$ cat config.mk
export PLATFORM = sky130hd
export DESIGN_NAME = lgs_ram
export DESIGN_NICKNAME = d
export VERILOG_FILES = /design/src/sv/lgs_ram.sv
export SDC_FILE = /design/constraint.sdc
export NUM_CORES = 1
export LEC_CHECK = 0
export BUFFER_PORTS_ARGS = -buffer_cell sky130_fd_sc_hd__buf_2
export CAP_MARGIN = 20
export CORE_ASPECT_RATIO = 1.4
export CORE_MARGIN = 4
export CORE_UTILIZATION = 39
export CTS_CLUSTER_SIZE = 16
export DETAILED_ROUTE_END_ITERATION = 12
export SLEW_MARGIN = 0
export SYNTH_ARGS = -nofsm -noshare
export SYNTH_HDL_FRONTEND = slang
export SYNTH_SLANG_ARGS = --single-unit
$ cat constraint.sdc
create_clock -name clk_i -period 10.1 [get_ports clk_i]
set_input_delay 2.02 -clock clk_i [delete_from_list [all_inputs] [get_ports clk_i]]
set_output_delay 2.02 -clock clk_i [all_outputs]
set_load 0.1 [all_outputs]
$ cat src/sv/lgs_ram.sv
`timescale 1ns / 1ps
`default_nettype none
// ----------------------------------------------------------------------------
// lgs_ram: generic single-port-write, single-port-read RAM
// One write and one registered read per cycle; read data holds while the
// read enable is low. Contents are undefined until written.
// ----------------------------------------------------------------------------
module lgs_ram #(
  parameter  int unsigned WIDTH = 32,
  parameter  int unsigned DEPTH = 16,
  localparam int unsigned AW    = (DEPTH > 1) ? $clog2(DEPTH) : 1
) (
  input  logic             clk_i,
  input  logic             we_i,
  input  logic [AW-1:0]    waddr_i,
  input  logic [WIDTH-1:0] wdata_i,
  input  logic             re_i,
  input  logic [AW-1:0]    raddr_i,
  output logic [WIDTH-1:0] rdata_o
);

  logic [WIDTH-1:0] mem_q [DEPTH];
  logic [WIDTH-1:0] rdata_q;

  // Write port
  always_ff @(posedge clk_i) begin
    if (we_i) begin
      mem_q[waddr_i] <= wdata_i;
    end
  end

  // Registered read port
  always_ff @(posedge clk_i) begin
    if (re_i) begin
      rdata_q <= mem_q[raddr_i];
    end
  end

  assign rdata_o = rdata_q;

endmodule
`default_nettype wire

==> metrics.md <==
| Metric | Value |
|---|---|
| Outcome | `finished, final reports clean` |
| Tightest Pin Transition | `1.10 ns` |
| Clk pwr share | `0.383` |
| Arr. time, crit path | `about 4.5 ns` |
| Reg2Reg Depth | `3` |
| FF-to-FF setup slack | `approximately 8.6 ns` |
| Ordered list of cells on the worst path | `buf_4, buf_4, mux4_2, a22oi_1, nand2_1` |
| YS warnings | `0` |
| DP HPWL | `about 21,000 um` |
| Max FO, Critical Path | `65` |
| TritonCTS Sinks | `544` |
| Starting Density | `0.395` |
| Setup violators final | `0` |
| DIE HEIGHT | `277 um` |
| Inst Count DP | `between 1.5k and 2k` |
| Initial DRC Count | `about 770` |
| Crit path required time | `roughly 10 ns` |
| Max clock buf depth | `3` |
| Switching Fraction | `0.211` |
| Worst setup EP type | `flip-flop` |
| RSZ-0062 raised after global routing | `no` |
| Synth cell types | `17` |
| Setup Crit Path Kind | `input port to flip-flop` |
| WL final | `between 40,000 and 50,000 um` |
| CTS buffer count | `46` |
| Slew HR | `0.266` |
| Skew final | `between 0.01 and 0.015 ns` |
| Gate Count Post-Synth | `~840` |
| Core Area | `between 50,000 and 60,000 um2` |
| Syn nets | `881` |
| Via count | `8,941` |
| Vias in the first global route | `slightly below 10k` |
| Hold depth | `3` |
| Initial antenna violation count | `4` |
| Pin count of the biggest net entering global routing | `66` |
| Reg-to-reg startpoint | `mem_q[8][26]$_DFFE_PP_` |
| Reg clk slew, reported paths | `about 0.060 ns` |
| Register area share after synthesis | `0.810` |
| Final cell count without fillers | `1,629` |
| Int Pwr | `3.64 mW` |
| Register share of total power | `0.554` |
| Slew Limit Fails | `0` |
| Final Cycle Share | `0.418` |
| First-pass GRT wire length | `around 64,000 um` |
| CP dominant cell by count | `buf_4` |
| Worst Hold Class | `flip-flop to flip-flop` |
| Nets | `983` |
| Combinational power share | `0.063` |
| Drt via density | `5.49` |
| Final Hold Fails | `0` |
| Setup TNS | `0 ns` |
| Port-buffer cells | `between 70 and 80` |
| CTS tree | `yes` |
| Pleak | `between 7 and 8 nW` |
| Placer Congestion | `0.694` |
| GRT overflow | `0` |
| Fillers | `roughly 4.1k` |
| Post-Syn Area | `between 20,000 and 25,000 um2` |
| Post-route minimum period | `~4.2 ns` |
| Peak VDD IR | `around 0.11 mV` |
| F_max | `237 MHz` |
| Hold_sp | `mem_q[14][18]$_DFFE_PP_` |
| Global Route Usage Sum | `0.153` |
| Post-synthesis sequential element count | `approximately 540` |
| CP max stage delay | `approximately 0.88 ns` |
| CTS root buffer | `clkbuf_16` |
| DRT antenna net count | `0` |
| Area grow syn2layout | `13.8%` |
| Cts hold-fix bufs | `0` |
| Drt drc | `0` |
| Post-CTS Setup Inserts | `0` |
| Crit Reg-Reg Endpoint | `rdata_o[26]$_DFFE_PP_` |
| Initial DRT Pass Iterations | `4` |
| Startpoint types | `input port` |
| Share of cells above drive strength 1 | `0.315` |
| Routed len/inst | `26.1 um` |
| Avg Inst Size Synth | `24.1 um2` |
| Power density over cell area | `201 nW/um2` |
| Num ports | `75` |
| Post-CTS Resized | `0` |
| Die Wd | `~200 um` |
| Die area | `~55,000 um2` |
| MaxCap Viol Count | `0` |
| CP max stage cell | `buf_4` |
| Clock Latency Late Sink | `about 0.56 ns` |
| Psw | `around 0.97 mW` |
| Hold EP | `rdata_o[18]$_DFFE_PP_` |
| H-tree lvl count | `2` |
| Row count | `98` |
==> layout make-up <==
| cell class | count | area [um2] | share of cell area |
|---|---|---|---|
| Antenna cell | 2 | 5.00 | 0.000218 |
| Clock buffer | 61 | 1270 | 0.0554 |
| Clock inverter | 24 | 235 | 0.0102 |
| Multi-Input combinational cell | 251 | 3750 | 0.163 |
| Sequential cell | 544 | 16300 | 0.711 |
| Tap cell | 650 | 813 | 0.0354 |
| Timing Repair Buffer | 97 | 554 | 0.0241 |
==> power groups by stage <==
stage / logic, mW / clock network, mW / registers (mW)
global placement: 0.292 / 0 / 2.61
CTS: 0.297 / 1.80 / 2.56
floorplan: 0.121 / 0 / 2.68
finish: 0.290 / 1.77 / 2.56
detailed placement: 0.296 / 0 / 2.61
global route: 0.311 / 1.90 / 2.56
==> registers in the layout, summed over array words and instances, names as in the netlist <==
name	count
rdata_o	32
mem_q	512
==> layout by cell type, fill, tap and decap left out <==
master       n
or3b_2       1
clkbuf_8     1
bufinv_16    5
a22oi_1     64
diode_2      2
clkbuf_1    12
buf_2       72
nand3b_1     2
nand2_1     33
nor2_4      13
buf_4       24
clkbuf_16   49
and2_2       1
edfxtp_1   544
nor2b_4      2
mux4_2     128
nor3_2       4
clkinv_1    11
clkinv_4     1
nand2b_1     2
nand3_1      1
clkinv_2     7
==> cells by family (layout without fill, tap and decap cells) <==
| family | Yosys count | after routing | synth area share |
|---|---|---|---|
| muxes | 128 | 128 | 0.143 |
| AOI/OAI and AO/OA | 64 | 64 | 0.0238 |
| other | 0 | 2 | 0 |
| buffers and inverters | 43 | 182 | 0.0110 |
| and+or+nand+nor | 59 | 59 | 0.0125 |
| DFF | 544 | 544 | 0.810 |
==> worst max path at each step <==
stage / from / to / cells after the start
after floorplan: waddr_i[2] / mem_q[0][0]$_DFFE_PP_ / 2
after global placement: raddr_i[1] / rdata_o[26]$_DFFE_PP_ / 5
after detailed placement: raddr_i[1] / rdata_o[26]$_DFFE_PP_ / 5
after CTS: raddr_i[1] / rdata_o[26]$_DFFE_PP_ / 5
after global routing: raddr_i[1] / rdata_o[26]$_DFFE_PP_ / 5
final: raddr_i[1] / rdata_o[26]$_DFFE_PP_ / 5
==> cells in the mapped netlist <==
cell type	number	share of area
buf_2	4	0.00099
mux4_2	128	0.14
a22oi_1	64	0.024
clkbuf_1	17	0.0032
nor2_1	13	0.0024
nand2_1	33	0.0061
nand2b_1	2	0.00062
and2_1	1	0.00031
nor2b_1	2	0.00062
buf_1	9	0.0017
nor3_1	4	0.00099
buf_4	11	0.0041
or3b_2	1	0.00043
nand3b_1	2	0.00074
edfxtp_1	544	0.81
buf_6	2	0.0011
nand3_1	1	0.00025
==> routing by layer <==
metal,track usage,routed length [um],share of wire,vias to the layer above
li1,-,-,-,3800
met1,0.205,17600,0.41,4825
met2,0.263,21800,0.51,252
met3,0.0233,2180,0.051,60
met4,0.0415,902,0.021,4
met5,0,34,0.00080,-
==> worst max-delay path: cells and delay by family <==
family          cells  cell delay (ns)
compound gates      1             0.29
buf+inv             2             1.60
mux                 1             0.41
simple gates        1             0.09
==> per-stage QoR <==
| stage | hold WS (ns) | area [um2] | setup WS (ns) | utilization | power [mW] |
|---|---|---|---|---|---|
| 3_3_place_gp | 0.724 | 21500 | 5.26 | 0.420 | 2.90 |
| 2_1_floorplan | 0.710 | 20200 | 4.90 | - | 2.80 |
| 5_1_grt | 0.790 | 23000 | 5.76 | 0.449 | 4.77 |
| 6_report | 0.746 | 23000 | 5.88 | 0.449 | 4.62 |
| 4_1_cts | 0.737 | 23000 | 5.85 | 0.449 | 4.66 |
| 3_5_place_dp | 0.734 | 21500 | 5.26 | 0.420 | 2.90 |
(Power assumes the default switching activity.)
