--- src/sv/lgs_pkg.sv ---
`timescale 1ns / 1ps
`default_nettype none
// ----------------------------------------------------------------------------
// lgs_pkg: shared types and constants of the linear gradient shader
// Request and tile mode codes, configuration register indexes, the fixed
// point formats of the gradient parameter and of the blended channels.
// ----------------------------------------------------------------------------
package lgs_pkg;

  // Q16.16 one and width of a tiled parameter in [0, 1.0]
  localparam int unsigned ONE_Q16 = 65536;
  localparam int unsigned U_W     = 17;
  localparam int unsigned W_W     = 16;

  // Blended channel: byte units with 16 fraction bits
  localparam int unsigned CH_W    = 24;
  localparam int unsigned PREM_W  = 2 * CH_W;

  // Half of 255 * 2^32, rounding bias of the premultiply divide
  localparam logic [PREM_W-1:0] PREMUL_BIAS = PREM_W'(255) << 31;
  localparam logic [8:0]        BYTE_MAX    = 9'd255;
  localparam logic [15:0]       DIV_BASE    = 16'd255;
  localparam logic [CH_W-1:0]   ROUND_HALF  = CH_W'(32768);

  localparam logic [4:0] STOP_COUNT_MIN = 5'd2;
  localparam logic [4:0] STOP_COUNT_RST = 5'd2;

  // Configuration register indexes
  localparam int unsigned CFG_IDX_W = 3;
  localparam logic [CFG_IDX_W-1:0] CFG_COEF_X      = 3'd0;
  localparam logic [CFG_IDX_W-1:0] CFG_COEF_Y      = 3'd1;
  localparam logic [CFG_IDX_W-1:0] CFG_COEF_OFFSET = 3'd2;
  localparam logic [CFG_IDX_W-1:0] CFG_TILE_MODE   = 3'd3;
  localparam logic [CFG_IDX_W-1:0] CFG_STOP_COUNT  = 3'd4;

  typedef enum logic {
    MODE_LOAD  = 1'b0,
    MODE_SHADE = 1'b1
  } mode_e;

  typedef enum logic [1:0] {
    TILE_CLAMP  = 2'd0,
    TILE_REPEAT = 2'd1,
    TILE_MIRROR = 2'd2
  } tile_mode_e;

  // Request fields that travel down the front of the pipeline
  typedef struct packed {
    mode_e       mode;
    logic [3:0]  slot;
    logic [31:0] color;
  } item_t;

  // Mapping and tiling setup
  typedef struct packed {
    logic [31:0] coef_x;
    logic [31:0] coef_y;
    logic [31:0] coef_offset;
    tile_mode_e  tile_mode;
  } param_cfg_t;

endpackage
`default_nettype wire

--- src/sv/lgs_param.sv ---
`timescale 1ns / 1ps
`default_nettype none
// ----------------------------------------------------------------------------
// lgs_param: gradient parameter and tiling, pipeline stages 1 to 3
// Stage 1 multiplies the doubled pixel centers by the coefficients, stage 2
// sums and halves with floor to get t in Q16.16, stage 3 tiles t into
// [0, 1.0].
// ----------------------------------------------------------------------------
module lgs_param
  import lgs_pkg::*;
#(
  parameter int unsigned COORD_BITS = 12
) (
  input  logic                  clk_i,
  input  logic                  rst_ni,
  input  logic                  en_i,
  input  logic                  valid_i,
  input  item_t                 item_i,
  input  logic [COORD_BITS-1:0] x_pos_i,
  input  logic [COORD_BITS-1:0] y_pos_i,
  input  param_cfg_t            cfg_i,
  output logic                  valid_o,
  output item_t                 item_o,
  output logic [U_W-1:0]        u_o
);

  localparam int unsigned MUL_W  = COORD_BITS + 2;
  localparam int unsigned PROD_W = 32 + MUL_W;
  localparam int unsigned ACC_W  = PROD_W + 2;
  localparam int unsigned T_W    = ACC_W - 1;

  logic                     valid1_q, valid2_q, valid3_q;
  item_t                    item1_q, item2_q, item3_q;
  logic signed [MUL_W-1:0]  x_odd, y_odd;
  logic signed [PROD_W-1:0] prod_x_d, prod_y_d, prod_x_q, prod_y_q;
  logic signed [ACC_W-1:0]  acc;
  logic        [T_W-1:0]    t_d, t_q;
  logic                     t_neg, t_over;
  logic        [U_W-1:0]    t_mod2;
  logic        [U_W-1:0]    u_d, u_q;

  // Stage 1: a*(2x+1) and b*(2y+1)
  assign x_odd    = $signed({1'b0, x_pos_i, 1'b1});
  assign y_odd    = $signed({1'b0, y_pos_i, 1'b1});
  assign prod_x_d = $signed(cfg_i.coef_x) * x_odd;
  assign prod_y_d = $signed(cfg_i.coef_y) * y_odd;

  // Stage 2: 2t = sum of products plus 2c, halve with floor
  assign acc = $signed({{2{prod_x_q[PROD_W-1]}}, prod_x_q})
             + $signed({{2{prod_y_q[PROD_W-1]}}, prod_y_q})
             + $signed({{(ACC_W-33){cfg_i.coef_offset[31]}}, cfg_i.coef_offset, 1'b0});
  assign t_d = acc[ACC_W-1:1];

  // Stage 3: bring t into [0, 1.0]
  assign t_neg  = t_q[T_W-1];
  assign t_over = $signed(t_q) > $signed(T_W'(ONE_Q16));
  assign t_mod2 = t_q[U_W-1:0];

  always_comb begin
    case (cfg_i.tile_mode)
      TILE_REPEAT: begin
        u_d = {1'b0, t_q[W_W-1:0]};
      end
      TILE_MIRROR: begin
        if (t_mod2 > U_W'(ONE_Q16)) begin
          u_d = U_W'(0) - t_mod2;
        end else begin
          u_d = t_mod2;
        end
      end
      default: begin
        if (t_neg) begin
          u_d = '0;
        end else if (t_over) begin
          u_d = U_W'(ONE_Q16);
        end else begin
          u_d = t_mod2;
        end
      end
    endcase
  end

  // Advance valid bits
  always_ff @(posedge clk_i or negedge rst_ni) begin
    if (!rst_ni) begin
      valid1_q <= 1'b0;
      valid2_q <= 1'b0;
      valid3_q <= 1'b0;
    end else if (en_i) begin
      valid1_q <= valid_i;
      valid2_q <= valid1_q;
      valid3_q <= valid2_q;
    end
  end

  // Advance payload
  always_ff @(posedge clk_i) begin
    if (en_i) begin
      item1_q  <= item_i;
      prod_x_q <= prod_x_d;
      prod_y_q <= prod_y_d;
      item2_q  <= item1_q;
      t_q      <= t_d;
      item3_q  <= item2_q;
      u_q      <= u_d;
    end
  end

  assign valid_o = valid3_q;
  assign item_o  = item3_q;
  assign u_o     = u_q;

  // Tiled parameter never exceeds 1.0
  a_u_range: assert property (@(posedge clk_i) disable iff (!rst_ni)
    valid_o && (item_o.mode == MODE_SHADE) |-> u_o <= U_W'(ONE_Q16))
    else $error("tiled parameter above 1.0");

endmodule
`default_nettype wire

--- config.mk ---
export PLATFORM = sky130hd
export DESIGN_NAME = lgs_param
export DESIGN_NICKNAME = d
export VERILOG_FILES = /design/src/sv/lgs_pkg.sv /design/src/sv/lgs_param.sv
export SDC_FILE = /design/constraint.sdc
export NUM_CORES = 2
export LEC_CHECK = 0
export BUFFER_PORTS_ARGS = -buffer_cell sky130_fd_sc_hd__buf_2
export CORE_MARGIN = 4
export CORE_UTILIZATION = 37
export CTS_BUF_LIST = sky130_fd_sc_hd__clkbuf_4 sky130_fd_sc_hd__clkbuf_8
export CTS_CLUSTER_DIAMETER = 40
export DETAILED_ROUTE_END_ITERATION = 8
export GPL_ROUTABILITY_DRIVEN = 1
export MAX_ROUTING_LAYER = met4
export PLACE_DENSITY = 0.5
export SLEW_MARGIN = 20
export SYNTH_ARGS = -nofsm -noshare
export SYNTH_HDL_FRONTEND = slang
export SYNTH_SLANG_ARGS = --single-unit
export TNS_END_PERCENT = 50
--- constraint.sdc ---
create_clock -name clk_i -period 8.46 [get_ports clk_i]
set_input_delay 0.846 -clock clk_i [delete_from_list [all_inputs] [get_ports clk_i]]
set_output_delay 0.846 -clock clk_i [all_outputs]
set_load 0.02 [all_outputs]
==> reports/results.tsv <==
stage	metric	value	unit
sta	skew	36.91	ps
sta	report.final.setup_viol	0	
yosys	post_synth_top_area_cell	sky130_fd_sc_hd__fa_1	
sta	unrepaired_setup_endpoints_after_global_routing	no	
drt	detail_route.iter0.violations	1345	
die	ios	218	
yosys	synth.yosys.seq_area_share	19.69	%
drt	dr.pass1.iters	5	
global_routing	globalRouteOverflowTotal	0	
yosys	ys_ff_latch	270	
cts	ctsRootBufferMaster	sky130_fd_sc_hd__clkbuf_8	
drt	via_per_inst	4.832	
critical_path	worstSetupStartpointType	input port	
drt	count_of_vias_placed_by_the_detailed_router	27720	
yosys	synth_edf_count	267	
critical_path	number_of_cell_instances_on_the_worst_register_to_register_path	14	
place	detailed_place_hpwl	78900	um
sta	slew_headroom	32.60	%
final_layout	final_nets	5438	
yosys	post_synth_num_cell_types	76	
yosys	ys_warn_count	0	
yosys	synth_top_area_share	39.07	%
critical_path	endpoint_kind_of_the_worst_setup_timing_path	flop	
job	max_cap_viol_count	0	
global_routing	grt_start_max_net_pins	140	
global_routing	global_route_wire_length_before_repair	162800	um
critical_path	worst-path-max-fanout	32	
cts	worstSkewPairLatency	630	ps
cts	cts_htree_levels	2	
yosys	synth_fp_nets	5301	
critical_path	r2r-end	t_q[42]$_DFFE_PP_	
sta	min_period	7342	ps
critical_path	timing.rr.start	prod_y_q[1]$_DFFE_PP_	
global_routing	use_met1	23.11	%
global_routing	grt_util_met3	1.610	%
die	die_area	116500	um2
global_routing	antenna_found_initial	8	
cts	cts_buffers	53	
sta	fin_max_slew_vios	0	
yosys	synth.top_cells.by_count	sky130_fd_sc_hd__inv_1, sky130_fd_sc_hd__fa_1, sky130_fd_sc_hd__nand2_1	
status	outcome	completed	
yosys	cell_area_after_synthesis	41090	um2
sta	tightestPinTransition	1011	ps
yosys	synth.area.top_cells	sky130_fd_sc_hd__fa_1, sky130_fd_sc_hd__edfxtp_1, sky130_fd_sc_hd__inv_1, sky130_fd_sc_hd__ha_1, sky130_fd_sc_hd__and2_1	
hold_path	hold_path_startpoint	item_i[27]	
cts	cts_tree	done	
global_routing	gr-usage-met2	31.99	%
yosys	syn-instance-count	4075	
sta	hold_viol	0	
place	port_buffers	217	
drt	final_antenna_net_count	0	
critical_path	required	8790	ps
die	floorplan.core_area	109600	um2
critical_path	worst_setup_path_endpoint	prod_y_q[44]$_DFFE_PP_	
yosys	synth.avg_cell_area	10.08	um2
drt	post-route-drc-count	0	
global_routing	first_global_vias	30150	
cts	clkSinkCount	270	
drt	finalWirelength	100000	um
yosys	most_frequent_cell_after_synthesis	sky130_fd_sc_hd__inv_1	
sta	timing.final.crit_share	86.79	%
die	dieHeight	341.3	um
die	rows	121	
place	routability_congestion	0.8151	
global_routing	gr-max-usage-layer	met2	
sta	fmax	0.1362	GHz
critical_path	critical_path_arrival	7670	ps
critical_path	critPathLaunch	y_pos_i[7]	
cts	clk_pin_slew_worst_paths	60	ps
global_routing	grt_util_all_layers	18.16	%
cts	clock_path_buffers	3	
yosys	ys_async_sr_fraction	1.111	%
final_layout	syn_to_final_growth	8.782	%
die	start_util	37.49	%
final_layout	ratio_of_cells_with_drive_above_1_in_the_final_layout	8.135	%
hold_path	hold_path.class	input port to flop	
sta	finalSetupTns	0	ps
drt	avgRoutedWirePerCell	17.43	um
yosys	ys_dominant_reg_cell	sky130_fd_sc_hd__edfxtp_1	
critical_path	worstSetupPathType	input port to flop	
die	fp.dieW	341.3	um
cts	post-cts-setup-buffers	0	
critical_path	r2r_slack	4000	ps
-- placed cells by master, fill, tap and decap left out, types with 5 or more instances in the layout --
cell type	instances
sky130_fd_sc_hd__a211o_1	5
sky130_fd_sc_hd__a211oi_1	12
sky130_fd_sc_hd__a21o_1	72
sky130_fd_sc_hd__a21oi_1	132
sky130_fd_sc_hd__a221oi_1	5
sky130_fd_sc_hd__a31oi_1	12
sky130_fd_sc_hd__and2_1	407
sky130_fd_sc_hd__and3_1	15
sky130_fd_sc_hd__and4_1	5
sky130_fd_sc_hd__buf_2	216
sky130_fd_sc_hd__buf_4	18
sky130_fd_sc_hd__clkbuf_4	12
sky130_fd_sc_hd__clkbuf_8	53
sky130_fd_sc_hd__clkinv_1	13
sky130_fd_sc_hd__clkinv_2	9
sky130_fd_sc_hd__diode_2	7
sky130_fd_sc_hd__edfxtp_1	267
sky130_fd_sc_hd__fa_1	802
sky130_fd_sc_hd__ha_1	261
sky130_fd_sc_hd__inv_1	917
sky130_fd_sc_hd__nand2_1	454
sky130_fd_sc_hd__nand2b_1	16
sky130_fd_sc_hd__nand3_1	27
sky130_fd_sc_hd__nand3b_1	6
sky130_fd_sc_hd__nand4_1	12
sky130_fd_sc_hd__nor2_1	70
sky130_fd_sc_hd__nor2b_1	15
sky130_fd_sc_hd__nor3_1	24
sky130_fd_sc_hd__nor3b_1	8
sky130_fd_sc_hd__nor4_1	10
sky130_fd_sc_hd__o211ai_1	10
sky130_fd_sc_hd__o21a_1	22
sky130_fd_sc_hd__o21ai_0	61
sky130_fd_sc_hd__o21ai_1	20
sky130_fd_sc_hd__o21bai_1	23
sky130_fd_sc_hd__o31ai_1	8
sky130_fd_sc_hd__or3_1	7
sky130_fd_sc_hd__xnor2_1	92
sky130_fd_sc_hd__xor2_1	38
-- area by class of cell --
type | instances | area, um2
Timing Repair Buffer | 237 | 1261
Antenna cell | 7 | 17.52
Tap cell | 1476 | 1847
Multi-Input combinational cell | 2733 | 28970
Clock inverter | 31 | 249.0
Fill cell | 11080 | 64910
Clock buffer | 65 | 819.5
Inverter | 917 | 3442
Sequential cell | 270 | 8093
-- how the worst min path moves through the flow --
stage | endpoint | slack, ps | cells after the start
floorplan | item2_q[0]$_DFFE_PP_ | 400 | 0
global placement | item2_q[15]$_DFFE_PP_ | 400 | 0
detailed placement | item2_q[9]$_DFFE_PP_ | 400 | 0
CTS | item1_q[25]$_DFFE_PP_ | 320 | 1
global route | item1_q[31]$_DFFE_PP_ | 340 | 1
finish | item1_q[27]$_DFFE_PP_ | 390 | 1
-- per-stage QoR --
step	util, %	hold slack [ps]	cells	instance area, um2	setup slack (ps)
3_3_place_gp	39.78	400.6	5632	43600	651.2
4_1_cts	40.76	321.1	5729	44680	1227
2_1_floorplan	-	400.3	4075	41090	1549
5_1_grt	40.77	338.3	5732	44690	826.9
6_report	40.78	385.5	5736	44700	1118
3_5_place_dp	39.78	404.5	5632	43600	581.1
-- per-layer routing --
layer / wire [um] / up-vias / share of wire (%)
met5: 0 / - / 0
met4: 1889 / 0 / 1.9
met3: 3994 / 117 / 4.0
met2: 51590 / 537 / 52
met1: 42530 / 14250 / 43
li1: - / 12810 / -
-- registers in the layout (all words and copies together) (netlist names) --
name      cells
item1_q      37
prod_x_q     46
item2_q      37
valid_o       1
t_q          47
valid1_q      1
prod_y_q     46
valid2_q      1
u_o          17
item_o       37
-- critical path, stage by stage --
cell and delay (ps):
sky130_fd_sc_hd__buf_2 630, sky130_fd_sc_hd__and2_1 260, sky130_fd_sc_hd__fa_1 420, sky130_fd_sc_hd__fa_1 580, sky130_fd_sc_hd__fa_1 430, sky130_fd_sc_hd__fa_1 460, sky130_fd_sc_hd__fa_1 490, sky130_fd_sc_hd__inv_1 50
sky130_fd_sc_hd__fa_1 470, sky130_fd_sc_hd__inv_1 40, sky130_fd_sc_hd__ha_1 340, sky130_fd_sc_hd__a21o_1 180, sky130_fd_sc_hd__a21o_1 160, sky130_fd_sc_hd__a221oi_1 420, sky130_fd_sc_hd__o221ai_1 220, sky130_fd_sc_hd__o2111ai_1 250
sky130_fd_sc_hd__nand2_1 150, sky130_fd_sc_hd__o311ai_1 640, sky130_fd_sc_hd__o21ai_0 350, sky130_fd_sc_hd__nand4b_1 170, sky130_fd_sc_hd__o211ai_1 100
-- logic make-up after synthesis --
family                     count (synthesis)  share of synthesized area [%]
xor gates and xnor gates                 130                          2.771
DFF                                      270                          19.69
adders and majority gates               1063                          47.02
AOI/OAI and AO/OA                        443                          7.144
muxes                                      8                         0.2071
and+or+nand+nor                         1089                          13.36
buffers and inverters                   1072                          9.808
-- repair_timing --
action	in CTS	in global routing
hold buffers	1	0
gates resized for setup	0	0
hold endpoints to repair	3	0
Power is not shown: default switching activity piles up to over one toggle a cycle in this logic, so the estimate is an artifact.
